$ cat config.mk
export PLATFORM = sky130hd
export DESIGN_NAME = citp_out_queue
export DESIGN_NICKNAME = d
export VERILOG_FILES = /design/src/citp_pkg.sv /design/src/citp_out_queue.sv
export SDC_FILE = /design/constraint.sdc
export NUM_CORES = 1
export LEC_CHECK = 0
export BUFFER_PORTS_ARGS = -buffer_cell sky130_fd_sc_hd__clkbuf_2
export CAP_MARGIN = 40
export CORE_ASPECT_RATIO = 0.8
export CORE_MARGIN = 5
export CORE_UTILIZATION = 53
export CTS_CLUSTER_SIZE = 20
export DETAILED_ROUTE_END_ITERATION = 6
export PLACE_DENSITY = 0.8
export SLEW_MARGIN = 0
export SYNTH_ARGS = -nofsm -noshare
export SYNTH_HDL_FRONTEND = slang
export SYNTH_SLANG_ARGS = --single-unit
$ cat constraint.sdc
create_clock -name clk -period 2.5 [get_ports clk]
set_input_delay 0.25 -clock clk [delete_from_list [all_inputs] [get_ports clk]]
set_output_delay 0.25 -clock clk [all_outputs]
set_load 0.05 [all_outputs]
$ cat src/citp_pkg.sv
package citp_pkg;

	localparam int StringChars = 20;
	localparam int CharW = $clog2(StringChars + 1);

	typedef enum logic [4:0] {
		PH_TAG, PH_LEN, PH_SKIP, PH_REV, PH_STR, PH_MANF, PH_FUNC, PH_CFG,
		PH_INDEX, PH_IFACE, PH_FEAT, PH_PWRSEL, PH_PARAM, PH_TIMING, PH_IO,
		PH_RANGE, PH_ADDR, PH_IOLEN, PH_SKIPN, PH_IRQ, PH_IRQMASK, PH_MEM,
		PH_MISC, PH_SUBCODE, PH_SUBLEN, PH_SUBBODY
	} phase_t;

	localparam logic [4:0] K_REV = 5'd0;
	localparam logic [4:0] K_STR = 5'd1;
	localparam logic [4:0] K_MANF = 5'd5;
	localparam logic [4:0] K_CARD = 5'd6;
	localparam logic [4:0] K_FTYPE = 5'd7;
	localparam logic [4:0] K_FSYS = 5'd8;
	localparam logic [4:0] K_CFG = 5'd9;
	localparam logic [4:0] K_INDEX = 5'd10;
	localparam logic [4:0] K_IOADDR = 5'd11;
	localparam logic [4:0] K_IOLEN = 5'd12;
	localparam logic [4:0] K_IRQ = 5'd13;
	localparam logic [4:0] K_IRQMASK = 5'd14;
	localparam logic [4:0] K_FLAGS = 5'd15;
	localparam logic [4:0] K_END = 5'd16;

	localparam logic [7:0] TAG_END = 8'h14;
	localparam logic [7:0] TAG_NULL = 8'hFF;
	localparam logic [7:0] TAG_VERS1 = 8'h15;
	localparam logic [7:0] TAG_CONFIG = 8'h1A;
	localparam logic [7:0] TAG_CFTABLE = 8'h1B;
	localparam logic [7:0] TAG_MANFID = 8'h20;
	localparam logic [7:0] TAG_FUNCID = 8'h21;
	localparam logic [7:0] SUB_HOST = 8'hC0;
	localparam logic [7:0] SUB_MODULE = 8'hC1;

	typedef struct packed {
		logic [4:0]  kind;
		logic [31:0] value;
		logic [3:0]  entry_number;
	} result_t;

	function automatic logic [2:0] size_of(input logic [1:0] c);
		case (c)
			2'd0: size_of = 3'd0;
			2'd1: size_of = 3'd1;
			2'd2: size_of = 3'd2;
			default: size_of = 3'd4;
		endcase
	endfunction

	function automatic logic [7:0] host_char(input logic [3:0] i);
		case (i)
			4'd0: host_char = "D";
			4'd1: host_char = "V";
			4'd2: host_char = "B";
			4'd3: host_char = "_";
			4'd4: host_char = "H";
			4'd5: host_char = "O";
			4'd6: host_char = "S";
			default: host_char = "T";
		endcase
	endfunction

	function automatic logic [7:0] module_char(input logic [3:0] i);
		case (i)
			4'd0: module_char = "D";
			4'd1: module_char = "V";
			4'd2: module_char = "B";
			4'd3: module_char = "_";
			4'd4: module_char = "C";
			4'd5: module_char = "I";
			4'd6: module_char = "_";
			4'd7: module_char = "M";
			4'd8: module_char = "O";
			4'd9: module_char = "D";
			4'd10: module_char = "U";
			4'd11: module_char = "L";
			default: module_char = "E";
		endcase
	endfunction

endpackage

$ cat src/citp_out_queue.sv
module citp_out_queue import citp_pkg::*; (
	input  logic           clk,
	input  logic           arst_n,
	input  logic           load,
	input  logic [1:0]     load_count,
	input  result_t        load_res [3],
	output logic           busy,
	output logic           out_valid,
	input  logic           out_ready,
	output result_t        out_res,
	output logic           out_last
);
	result_t     buf_q [3];
	logic [1:0]  cnt_q;
	logic [1:0]  rd_q;
	logic        take;

	assign out_valid = cnt_q != 2'd0;
	assign take = out_valid && out_ready;
	assign out_res = buf_q[rd_q];
	assign out_last = cnt_q == 2'd1;
	// can take new results when empty or when the one left is leaving
	assign busy = cnt_q > 2'd1 || (cnt_q == 2'd1 && !out_ready);

	always_ff @(posedge clk or negedge arst_n) begin
		if (!arst_n) begin
			cnt_q <= 2'd0;
			rd_q <= 2'd0;
		end else if (load) begin
			cnt_q <= load_count;
			rd_q <= 2'd0;
		end else if (take) begin
			cnt_q <= cnt_q - 2'd1;
			rd_q <= rd_q + 2'd1;
		end
	end

	always_ff @(posedge clk) begin
		if (load) begin
			buf_q <= load_res;
		end
	end
endmodule

==> results.cfg, run 1 <==
[sta]
drv_slew = 0
final.setup.tns_ns = 0
tightest_slew_ns = 0.522
final_hold_viol_count = 0
rsz0062_at_grt = false
fin_crit_ns = 2.15
max_freq_ghz = 0.464
period_share_pct = 86.1
fin_worst_skew_ns = 0.00111
setup_viol = 0
relSlewSlack_pct = 65.2

[pwr]
seqPwrFrac_pct = 40.6
p_switching_mw = 1.91
p_sw_share_pct = 30.0
total_power_mw = 6.37
power_frac_clock_pct = 36.9
ir_drop_mv = 0.715
p_int_mw = 4.46
comb_power_share_pct = 22.5
p_leak_nw = 2.65
powerDensity_nw_per_um2 = 954

[finish]
diodes = 0
fin_nets = 611
area_growth_pct = 37.4
layout-drive-gt1-share_pct = 43.2

[die]
die_w_um = 117
io_pins = 173
rows = 31
die_area_um2 = 11200
initial_core_util_pct = 54.0
chipHeight_um = 95.6
core_area_um2 = 9000

[drt]
drc_errors = 0
routed_wl_mm = 10.8
vias_per_cell = 5.01
drtPass1Iterations = 4
ant_nets = 0
wire_per_inst_um = 17.8
drtIter0Drc = 183
vias = 3046

[synthesis]
yosysTopAreaCellShare_pct = 76.0
synthCells = 284
yosysUniqueCellTypes = 18
synth_warnings = 0
yosysTopAreaCell = edfxtp_1
synth_seq_cells = 127
avgSynthCellArea_um2 = 17.1
synthesis.area_um2 = 4860
ys_seq_area_share_pct = 78.1
ys_top_cells_by_area = edfxtp_1, mux2i_1, o21ai_1
syn_nets = 415

[worst_setup_path]
worstSetupPathType = reg -> out
cp.required_ns = 2.25
critPathMaxFanout = 28
arrival_ns = 1.90
cp-start-kind = register
endpoint_kind = output port

[clock_tree]
cts_tree = built
cts_root_buffer = clkbuf_16
cts.path.max_buffers = 2
cts_buffers = 17
post_cts_resized = 0
cts.htree.levels = 4
clk_latency_ns = 0.40
clkSinkCount = 127
path_clk_slew_ns = 0.06

[grt]
grtUsageTotal_pct = 19.9
grt_pass1_wl_mm = 16.2
grt_pass1_vias = 3333
grt_max_degree = 50
antenna_found_initial = 0
globalRouteOverflowTotal = 0

[status]
status = finished clean

[place]
placement.io_buffers = 172
gp_congestion = 0.744
dp_hpwl_mm = 7.29

[worst_hold_path]
hold_path.class = in -> reg

[run]
max_cap_violations = 0
==> critical path, cell delays in order (launching register included) <==
cell and delay (ns):
dfrtp_2 0.49, nor2b_4 0.14, buf_4 0.32, nand2_1 0.12, o21ai_1 0.12, clkbuf_2 0.31
==> cells in the mapped netlist <==
master	count
xnor2_1	2
nand2_1	43
o21ai_1	41
mux2_1	1
inv_1	3
o21ai_0	2
edfxtp_1	123
nand3b_1	1
clkbuf_1	4
xor2_1	1
mux2i_1	42
buf_6	6
dfrtp_1	4
ha_1	2
nor2_1	2
buf_4	1
nor2b_4	2
buf_8	4
==> area by class of cell <==
| cell class | count | area, um^2 |
|---|---|---|
| multi-input combinational | 139 | 902 |
| tap | 115 | 144 |
| sequential | 127 | 3800 |
| clock inverter | 14 | 143 |
| clock buffer | 18 | 429 |
| fill | 539 | 2320 |
| inverter | 3 | 11.3 |
| timing repair buffer | 192 | 1250 |
==> routing by layer <==
metal	part of all wire (%)	GRT usage [%]	up-vias
li1	-	-	1453
met1	36	21.4	1446
met2	53	35.0	138
met3	10	8.38	9
met4	0.73	7.74	0
met5	0	0	-
==> final timing paths <==
kind	to	cells past startpoint	startpoint	slack, ns
max in group asynchronous	rd_q[1]	2	arst_n	2.13
worst min register to register	cnt_q[0]	2	cnt_q[0]	0.65
worst min-delay path	buf_q[75]	1	load_res[75]	0.02
worst max register to register	cnt_q[1]	5	cnt_q[0]	1.11
min in group asynchronous	rd_q[0]	2	arst_n	0.24
worst max-delay path	out_res[16]	5	rd_q[1]	0.35
==> metrics by stage <==
stage	cells	util (%)	instance area (um^2)	hold WS, ns	setup slack [ns]
CTS	598	73.1	6570	0.0000304	0.299
finish	608	74.2	6670	0.0189	0.347
floorplan	284	-	4860	-0.0456	0.401
detailed placement	563	66.4	5970	0.0645	0.812
global route	608	74.2	6670	-0.00125	0.228
global placement	563	66.4	5970	0.0661	0.847
==> repair_timing <==
item                       in CTS  in global routing
hold endpoints to repair        6                 10
setup endpoints to repair       0                  0
buffers inserted                0                  0
hold buffers                    3                 10
==> registers in the layout (all words and copies together), names as in the netlist <==
name	flops
buf_q	123
cnt_q	2
rd_q	2
==> kinds of logic (layout without fill, tap and decap cells) <==
kind of cell / Yosys count / after routing / synth area share, %
muxes: 43 / 43 / 8.89
and+or+nand+nor: 48 / 48 / 4.20
AOI/OAI and AO/OA: 43 / 43 / 4.43
buffers and inverters: 18 / 227 / 3.32
xor gates and xnor gates: 3 / 3 / 0.541
adders and majority gates: 2 / 2 / 0.515
DFF: 127 / 127 / 78.1
==> cell usage in the layout, fill, tap and decap left out, types with 3 or more instances in the layout <==
master,netlist,layout
nand2_1,43,43
clkinv_2,0,3
buf_4,1,5
clkinvlp_4,0,5
inv_1,3,3
buf_12,0,14
dlygate4sd3_1,0,13
mux2i_1,42,42
edfxtp_1,123,123
clkbuf_2,0,160
clkbuf_16,0,17
o21ai_1,41,41
==> power by group through the flow <==
stage / Combinational (mW) / Sequential, mW / Clock, mW
floorplan: 0.937 / 2.60 / 0
global placement: 1.40 / 2.61 / 0
detailed placement: 1.42 / 2.63 / 0
CTS: 1.43 / 2.59 / 2.38
global route: 1.52 / 2.60 / 2.49
finish: 1.43 / 2.58 / 2.35
Note: power is estimated with default switching activity, not from simulation.
==> run 2: changes to the inputs <==
--- a/config.mk
+++ b/config.mk
@@ -12,6 +12,7 @@
 export CORE_UTILIZATION = 53
 export CTS_CLUSTER_SIZE = 20
 export DETAILED_ROUTE_END_ITERATION = 6
+export HOLD_SLACK_MARGIN = 0.12
 export PLACE_DENSITY = 0.8
 export SLEW_MARGIN = 0
 export SYNTH_ARGS = -nofsm -noshare
==> run 2 against run 1 <==
Net effect: the flow now stops in clock tree synthesis (4_1_cts); synthesized area is the same; synthesized cell count is the same.
==> results.cfg, run 2 <==
[status]
status = aborted with a tool error
failed_stage = clock tree synthesis (4_1_cts)
firstError = [ERROR RSZ-0060] Max buffer count reached.

[synthesis]
syn_nets = 415
async_flop_share_pct = 3.15
synth_top_cells_by_count = edfxtp_1, nand2_1, mux2i_1
synthCells = 284
synth_warnings = 0
yosysTopAreaCell = edfxtp_1
avgSynthCellArea_um2 = 17.1
synth_seq_cells = 127
yosysTopAreaCellShare_pct = 76.0
yosysUniqueCellTypes = 18
ys_top_cells_by_area = edfxtp_1, mux2i_1, o21ai_1
yosysMostFrequentCell = edfxtp_1
synth_edf_count = 123
synthesis.area_um2 = 4860
ys_seq_area_share_pct = 78.1
synth_flop_cell = edfxtp_1

[die]
die_w_um = 117
initial_core_util_pct = 54.0
io_pins = 173
chipHeight_um = 95.6
rows = 31

[place]
gp_congestion = 0.744
placement.io_buffers = 172
dp_slack_ns = 0.812
dp_hpwl_mm = 7.29

[clock_tree]
post_cts_resized = 0
cts_buffers = 17
cts.htree.levels = 4
cts.path.max_buffers = 2
cts_setup_buffers = 0
cts_root_buffer = clkbuf_16
ctsHoldBuffers = 120
clkSinkCount = 127
## run 2: cell counts after synthesis
Identical to the previous run, type by type.
## run 2: stage by stage
stage	std cells	hold slack, ns	utilization [%]	area (um^2)
3_5_place_dp	563	0.0645	66.4	5970
3_3_place_gp	563	0.0661	66.4	5970
2_1_floorplan	284	-0.0456	-	4860
## run 2: cells by family after synthesis
group | Yosys count | synth area share [%]
DFF | 127 | 78.1
and+or+nand+nor | 48 | 4.20
AOI/OAI and AO/OA | 43 | 4.43
muxes | 43 | 8.89
buffers and inverters | 18 | 3.32
xor gates and xnor gates | 3 | 0.541
adders and majority gates | 2 | 0.515
==> run 3: changes to the inputs <==
--- a/config.mk
+++ b/config.mk
@@ -7,13 +7,10 @@
 export LEC_CHECK = 0
 export BUFFER_PORTS_ARGS = -buffer_cell sky130_fd_sc_hd__clkbuf_2
 export CAP_MARGIN = 40
-export CORE_ASPECT_RATIO = 0.8
 export CORE_MARGIN = 5
-export CORE_UTILIZATION = 53
-export CTS_CLUSTER_SIZE = 20
+export CORE_UTILIZATION = 39
 export DETAILED_ROUTE_END_ITERATION = 6
-export HOLD_SLACK_MARGIN = 0.12
-export PLACE_DENSITY = 0.8
+export PLACE_DENSITY_LB_ADDON = 0.15
 export SLEW_MARGIN = 0
 export SYNTH_ARGS = -nofsm -noshare
 export SYNTH_HDL_FRONTEND = slang
==> run 3 against run 2 <==
Net effect: the flow now finishes without violations.
==> results.cfg, run 3 (synthesis results as in run 1) <==
[drt]
ant_nets = 0
routed_wl_mm = 11.5
vias = 3256
vias_per_cell = 4.54
drc_errors = 0
drtIter0Drc = 217
wire_per_inst_um = 16.0
drtPass1Iterations = 4

[die]
chipHeight_um = 122
io_pins = 173
die_area_um2 = 14800
die_w_um = 122
rows = 40
initial_core_util_pct = 40.1
core_area_um2 = 12100

[place]
gp_congestion = 0.717
dp_cells = 615
placement.io_buffers = 172
dp_hpwl_mm = 7.25

[grt]
grt_pass1_vias = 3473
globalRouteOverflowTotal = 0
grtUsageTotal_pct = 16.2
grt_max_degree = 72
grt_pass1_wl_mm = 17.8
antenna_found_initial = 0

[finish]
area_growth_pct = 53.7
final_common_cell = clkbuf_2
fin_nets = 667
top_regs = buf_q (123), cnt_q (2), rd_q (2)
largest_reg_flops = 123
layout_common_cells = clkbuf_2, edfxtp_1, dlygate4sd3_1
layout-drive-gt1-share_pct = 38.1
regArea_um2 = 3800
regMostFlops = buf_q
multi_input_area_um2 = 902
diodes = 0
fin_cells = 717
nFillCells = 959

[sta]
final_hold_viol_count = 0
period_share_pct = 84.6
relSlewSlack_pct = 64.3
final.setup.tns_ns = 0
tightest_slew_ns = 0.536
fin_worst_skew_ns = 0.00332
rsz0062_at_grt = false
setup_viol = 0
drv_slew = 0
max_freq_ghz = 0.473
fin_crit_ns = 2.11

[run]
max_cap_violations = 0

[pwr]
ir_drop_mv = 0.459
p_leak_nw = 2.95
powerDensity_nw_per_um2 = 899

[worst_setup_path]
cp.required_ns = 2.25
arrival_ns = 1.86
cp-start-kind = register
max_stage_delay_ns = 0.52
crit_chain = nor2b_4 > buf_12 > nand2_1 > o21ai_1 > clkbuf_2
endpoint_kind = output port
critPathMaxFanout = 39
crit_family = buffers and inverters
slowest_stage = dfrtp_2
worstSetupPathType = reg -> out
crit_buf_inv = 2

[status]
status = finished clean

[clock_tree]
clk_latency_ns = 0.41
cts.path.max_buffers = 2
path_clk_slew_ns = 0.05
cts_root_buffer = clkbuf_16
cts_setup_buffers = 0
ctsHoldBuffers = 67
cts.htree.levels = 4
clkSinkCount = 127
cts_buffers = 17
post_cts_resized = 0
cts_tree = built

[worst_hold_path]
hold_path.class = in -> reg
## run 3: cell type report
cell class / instances / area share, %
well taps: 168 / 2.82
clock inverters: 5 / 1.37
flip-flops and latches: 127 / 50.9
repair buffers: 248 / 25.8
inverters: 3 / 0.151
clock buffers: 27 / 6.87
multi-input cells: 139 / 12.1
## run 3: per-stage QoR
stage	utilization (%)	power [mW]	worst slack, ns	hold WS [ns]	cell area, um^2
2_1_floorplan	-	3.54	0.401	-0.0456	4860
3_3_place_gp	50.8	4.14	0.754	0.0650	6150
3_5_place_dp	50.8	4.15	0.782	0.0671	6150
4_1_cts	61.4	6.78	0.341	0.000145	7430
5_1_grt	61.6	6.98	0.262	0.00154	7460
6_report	61.6	6.71	0.385	0.0195	7460
## run 3: worst reg2reg max path, delay by kind of cell (launching register included)
family / cells / cell delay (ns)
AND/OR/NAND/NOR: 1 / 0.17
flip-flops: 1 / 0.39
adder cells (fa/ha/maj): 1 / 0.25
multiplexers: 1 / 0.33
buffers and inverters: 1 / 0.06
AO/OA/AOI/OAI: 1 / 0.11
## run 3: worst paths after layout
check                             start           to  slack [ns]  cells past startpoint
min reg2reg                    cnt_q[0]     cnt_q[0]        0.63                      2
min                        load_res[41]    buf_q[41]        0.02                      1
max reg2reg                    cnt_q[0]     cnt_q[1]        1.12                      5
max in group asynchronous        arst_n      rd_q[1]        2.16                      2
max                             rd_q[1]  out_res[13]        0.39                      5
min in group asynchronous        arst_n     cnt_q[1]        0.20                      2
## run 3: power breakdown
| part | switching, mW | internal [mW] | leakage (nW) | total, mW |
|---|---|---|---|---|
| combinational | 0.992 | 0.606 | 1.40 | 1.60 |
| sequential | 0.0535 | 2.53 | 1.25 | 2.58 |
| clock | 0.830 | 1.70 | 0.298 | 2.53 |
| total | 1.88 | 4.83 | 2.95 | 6.71 |
## run 3: metal layers
metal / routed length [um] / part of all wire (%) / GRT usage [%] / vias to the layer above
li1: - / - / - / 1572
met1: 4580 / 40 / 19.0 / 1543
met2: 5860 / 51 / 26.9 / 122
met3: 806 / 7.0 / 5.34 / 19
met4: 233 / 2.0 / 7.42 / 0
met5: 0 / 0 / 0 / -
==> run 4: changes to the inputs <==
--- a/config.mk
+++ b/config.mk
@@ -5,6 +5,7 @@
 export SDC_FILE = /design/constraint.sdc
 export NUM_CORES = 1
 export LEC_CHECK = 0
+export ABC_AREA = 1
 export BUFFER_PORTS_ARGS = -buffer_cell sky130_fd_sc_hd__clkbuf_2
 export CAP_MARGIN = 40
 export CORE_MARGIN = 5
==> constraint.sdc (replaced) <==
create_clock -name clk -period 2.17 [get_ports clk]
set_input_delay 0.217 -clock clk [delete_from_list [all_inputs] [get_ports clk]]
set_output_delay 0.217 -clock clk [all_outputs]
set_load 0.05 [all_outputs]
==> run 4 against run 3 <==
Net effect: synthesized cell count is 20% higher; cell area is 4.7% higher; count of clock-buffer cells in the layout is 5 lower; highest routed layer unchanged; die area is 0.21% higher; via count is 15% higher; worst setup slack worse by 0.25 ns; sequential share of layout area is 2.3 points lower; sequential cell count stayed put; clock skew is 0.00080 ns higher; cell count is 15% higher; non-clock buffer count is 59 higher; largest power group is now the clock network.
==> results.cfg, run 4 <==
[pwr]
p_leak_nw = 3.18
p_sw_share_pct = 29.6
ir_drop_mv = 0.748
p_int_mw = 5.47
total_power_mw = 7.77
p_switching_mw = 2.30
comb_power_share_pct = 23.1
powerDensity_nw_per_um2 = 994
power_frac_clock_pct = 38.6
seqPwrFrac_pct = 38.3

[worst_setup_path]
crit_chain = inv_2 > buf_4 > nor2_1 > o21ai_1 > clkbuf_2
endpoint_kind = output port
cp.required_ns = 1.95
max_stage_delay_ns = 0.39
slowest_stage = dfrtp_1
worstSetupPathType = reg -> out
r2r_slack_ns = 0.98
worstReg2RegStart = cnt_q[0]
arrival_ns = 1.82
cp-start-kind = register
critPathMaxFanout = 40
worstReg2RegEnd = cnt_q[0]
ff2ff_path_depth = 7

[synthesis]
async_flop_share_pct = 3.15
ys_seq_area_share_pct = 77.9
yosysTopAreaCell = edfxtp_1
avgSynthCellArea_um2 = 14.3
synth_warnings = 0
synth_flop_cell = edfxtp_1
ys_top_cells_by_area = edfxtp_1, o21ai_0, nand3_1
syn_nets = 472
synth_edf_count = 123
synthesis.area_um2 = 4870
yosysTopAreaCellShare_pct = 75.9
synthCells = 341
yosysMostFrequentCell = edfxtp_1
yosysUniqueCellTypes = 19
synth_top_cells_by_count = edfxtp_1, o21ai_0, nand3_1
synth_seq_cells = 127

[status]
status = finished clean

[place]
dp_cells = 668
placement.io_buffers = 172
dp_hpwl_mm = 7.63
gp_congestion = 0.749

[drt]
wire_per_inst_um = 15.4
routed_wl_mm = 12.8
vias_per_cell = 4.53
drtIter0Drc = 214
ant_nets = 0
drtPass1Iterations = 4
drc_errors = 0
vias = 3748

[finish]
nFillCells = 903
fin_nets = 776
multi_input_area_um2 = 897
layout_common_cells = clkbuf_2, dlygate4sd3_1, edfxtp_1
fin_cells = 827
layout-drive-gt1-share_pct = 33.9
final_common_cell = clkbuf_2
largest_reg_flops = 123
top_regs = buf_q (123), cnt_q (2), rd_q (2)
area_growth_pct = 60.6
regMostFlops = buf_q
regArea_um2 = 3790

[clock_tree]
cts_buffers = 17
path_clk_slew_ns = 0.05
cts_tree = built
cts.path.max_buffers = 2
clk_latency_ns = 0.41
cts_root_buffer = clkbuf_16
cts.htree.levels = 4
clkSinkCount = 127

[grt]
grt_max_degree = 63
grtUsageTotal_pct = 17.5
grt_pass1_wl_mm = 19.4
antenna_found_initial = 1
grt_pass1_vias = 3944
globalRouteOverflowTotal = 0

[die]
die_w_um = 122
core_area_um2 = 12100
rows = 40
initial_core_util_pct = 40.2
die_area_um2 = 14800
chipHeight_um = 122
io_pins = 173

[sta]
final.setup.tns_ns = 0
setup_viol = 0
fin_hold_ws_ns = 0.133
tightest_slew_ns = 0.405
drv_slew = 0
fin_worst_skew_ns = 0.00411
fin_crit_ns = 2.03
period_share_pct = 93.8
relSlewSlack_pct = 73.0
final_hold_viol_count = 0
max_freq_ghz = 0.491
rsz0062_at_grt = false

[worst_hold_path]
hold_start = out_ready
hold_path.class = in -> reg
whs_path_depth = 3
hold_end = rd_q[0]

[run]
max_cap_violations = 0
-- run 4: changes by cell type after synthesis, sizes merged, moves of 4 or more --
| cell | previous run | this run |
|---|---|---|
| buf | 11 | 16 |
| inv | 3 | 7 |
| mux2i | 42 | 0 |
| nand2 | 43 | 9 |
| nand3 | 0 | 42 |
| nor2 | 2 | 43 |
| o21ai | 43 | 86 |
-- run 4: layer usage --
metal	track usage (%)	vias up	routed length [um]
met3	5.34	18	750
met2	31.4	119	6770
met5	0	-	0
met4	6.86	0	183
met1	19.3	1735	5060
li1	-	1876	-
-- run 4: through the flow --
stage               area (um^2)  utilization [%]  worst slack (ns)
floorplan                  4870                -             0.177
global placement           5900             48.7             0.490
detailed placement         5900             48.7             0.484
CTS                        7770             64.2            0.0210
global route               7820             64.5           0.00990
finish                     7820             64.5             0.135
-- run 4: logic make-up (layout without fill, tap and decap cells) --
group / count (synthesis) / in the layout / synth area share [%]
and+or+nand+nor: 95 / 95 / 8.87
DFF: 127 / 127 / 77.9
buffers and inverters: 29 / 346 / 3.65
other: 0 / 1 / 0
AOI/OAI and AO/OA: 88 / 88 / 9.05
adders and majority gates: 2 / 2 / 0.514
-- run 4: how the worst max path moves through the flow --
stage                         from           to  slack [ns]  depth (start not counted)
final                      rd_q[0]   out_res[7]        0.14                          5
after global routing       rd_q[1]  out_res[35]        0.01                          5
after CTS                  rd_q[1]  out_res[24]        0.02                          4
after detailed placement   rd_q[1]  out_res[15]        0.48                          5
after global placement     rd_q[1]  out_res[40]        0.49                          4
after floorplan           cnt_q[1]         busy        0.18                          4
-- run 4: worst max-delay path, delay by kind of cell, from the launching register on --
family,cells,cell delay (ns)
AOI/OAI and AO/OA,1,0.16
and+or+nand+nor,1,0.09
DFF,1,0.39
buffers and inverters,3,0.74
-- run 4: layout make-up --
| type | instances | area share, % |
|---|---|---|
| sequential | 127 | 48.6 |
| multi-input combinational | 185 | 11.5 |
| timing repair buffer | 307 | 28.8 |
| clock buffer | 22 | 6.07 |
| antenna | 1 | 0.0320 |
| tap | 168 | 2.69 |
| inverter | 7 | 0.336 |
| clock inverter | 10 | 2.05 |
-- run 4: power by group through the flow --
stage | Combinational [mW] | Sequential [mW] | Clock (mW)
final | 1.79 | 2.98 | 3.00
after global routing | 1.92 | 3.00 | 3.17
after CTS | 1.78 | 2.98 | 3.05
after detailed placement | 1.60 | 3.03 | 0
after global placement | 1.59 | 3.02 | 0
after floorplan | 1.15 | 3.01 | 0
-- run 4: what timing repair did --
item | in CTS | in global routing
endpoints found under the hold margin | 127 | 0
hold buffers | 124 | 0
endpoints found under the setup margin | 0 | 39
buffers inserted | 0 | 2
resized for setup | 0 | 19
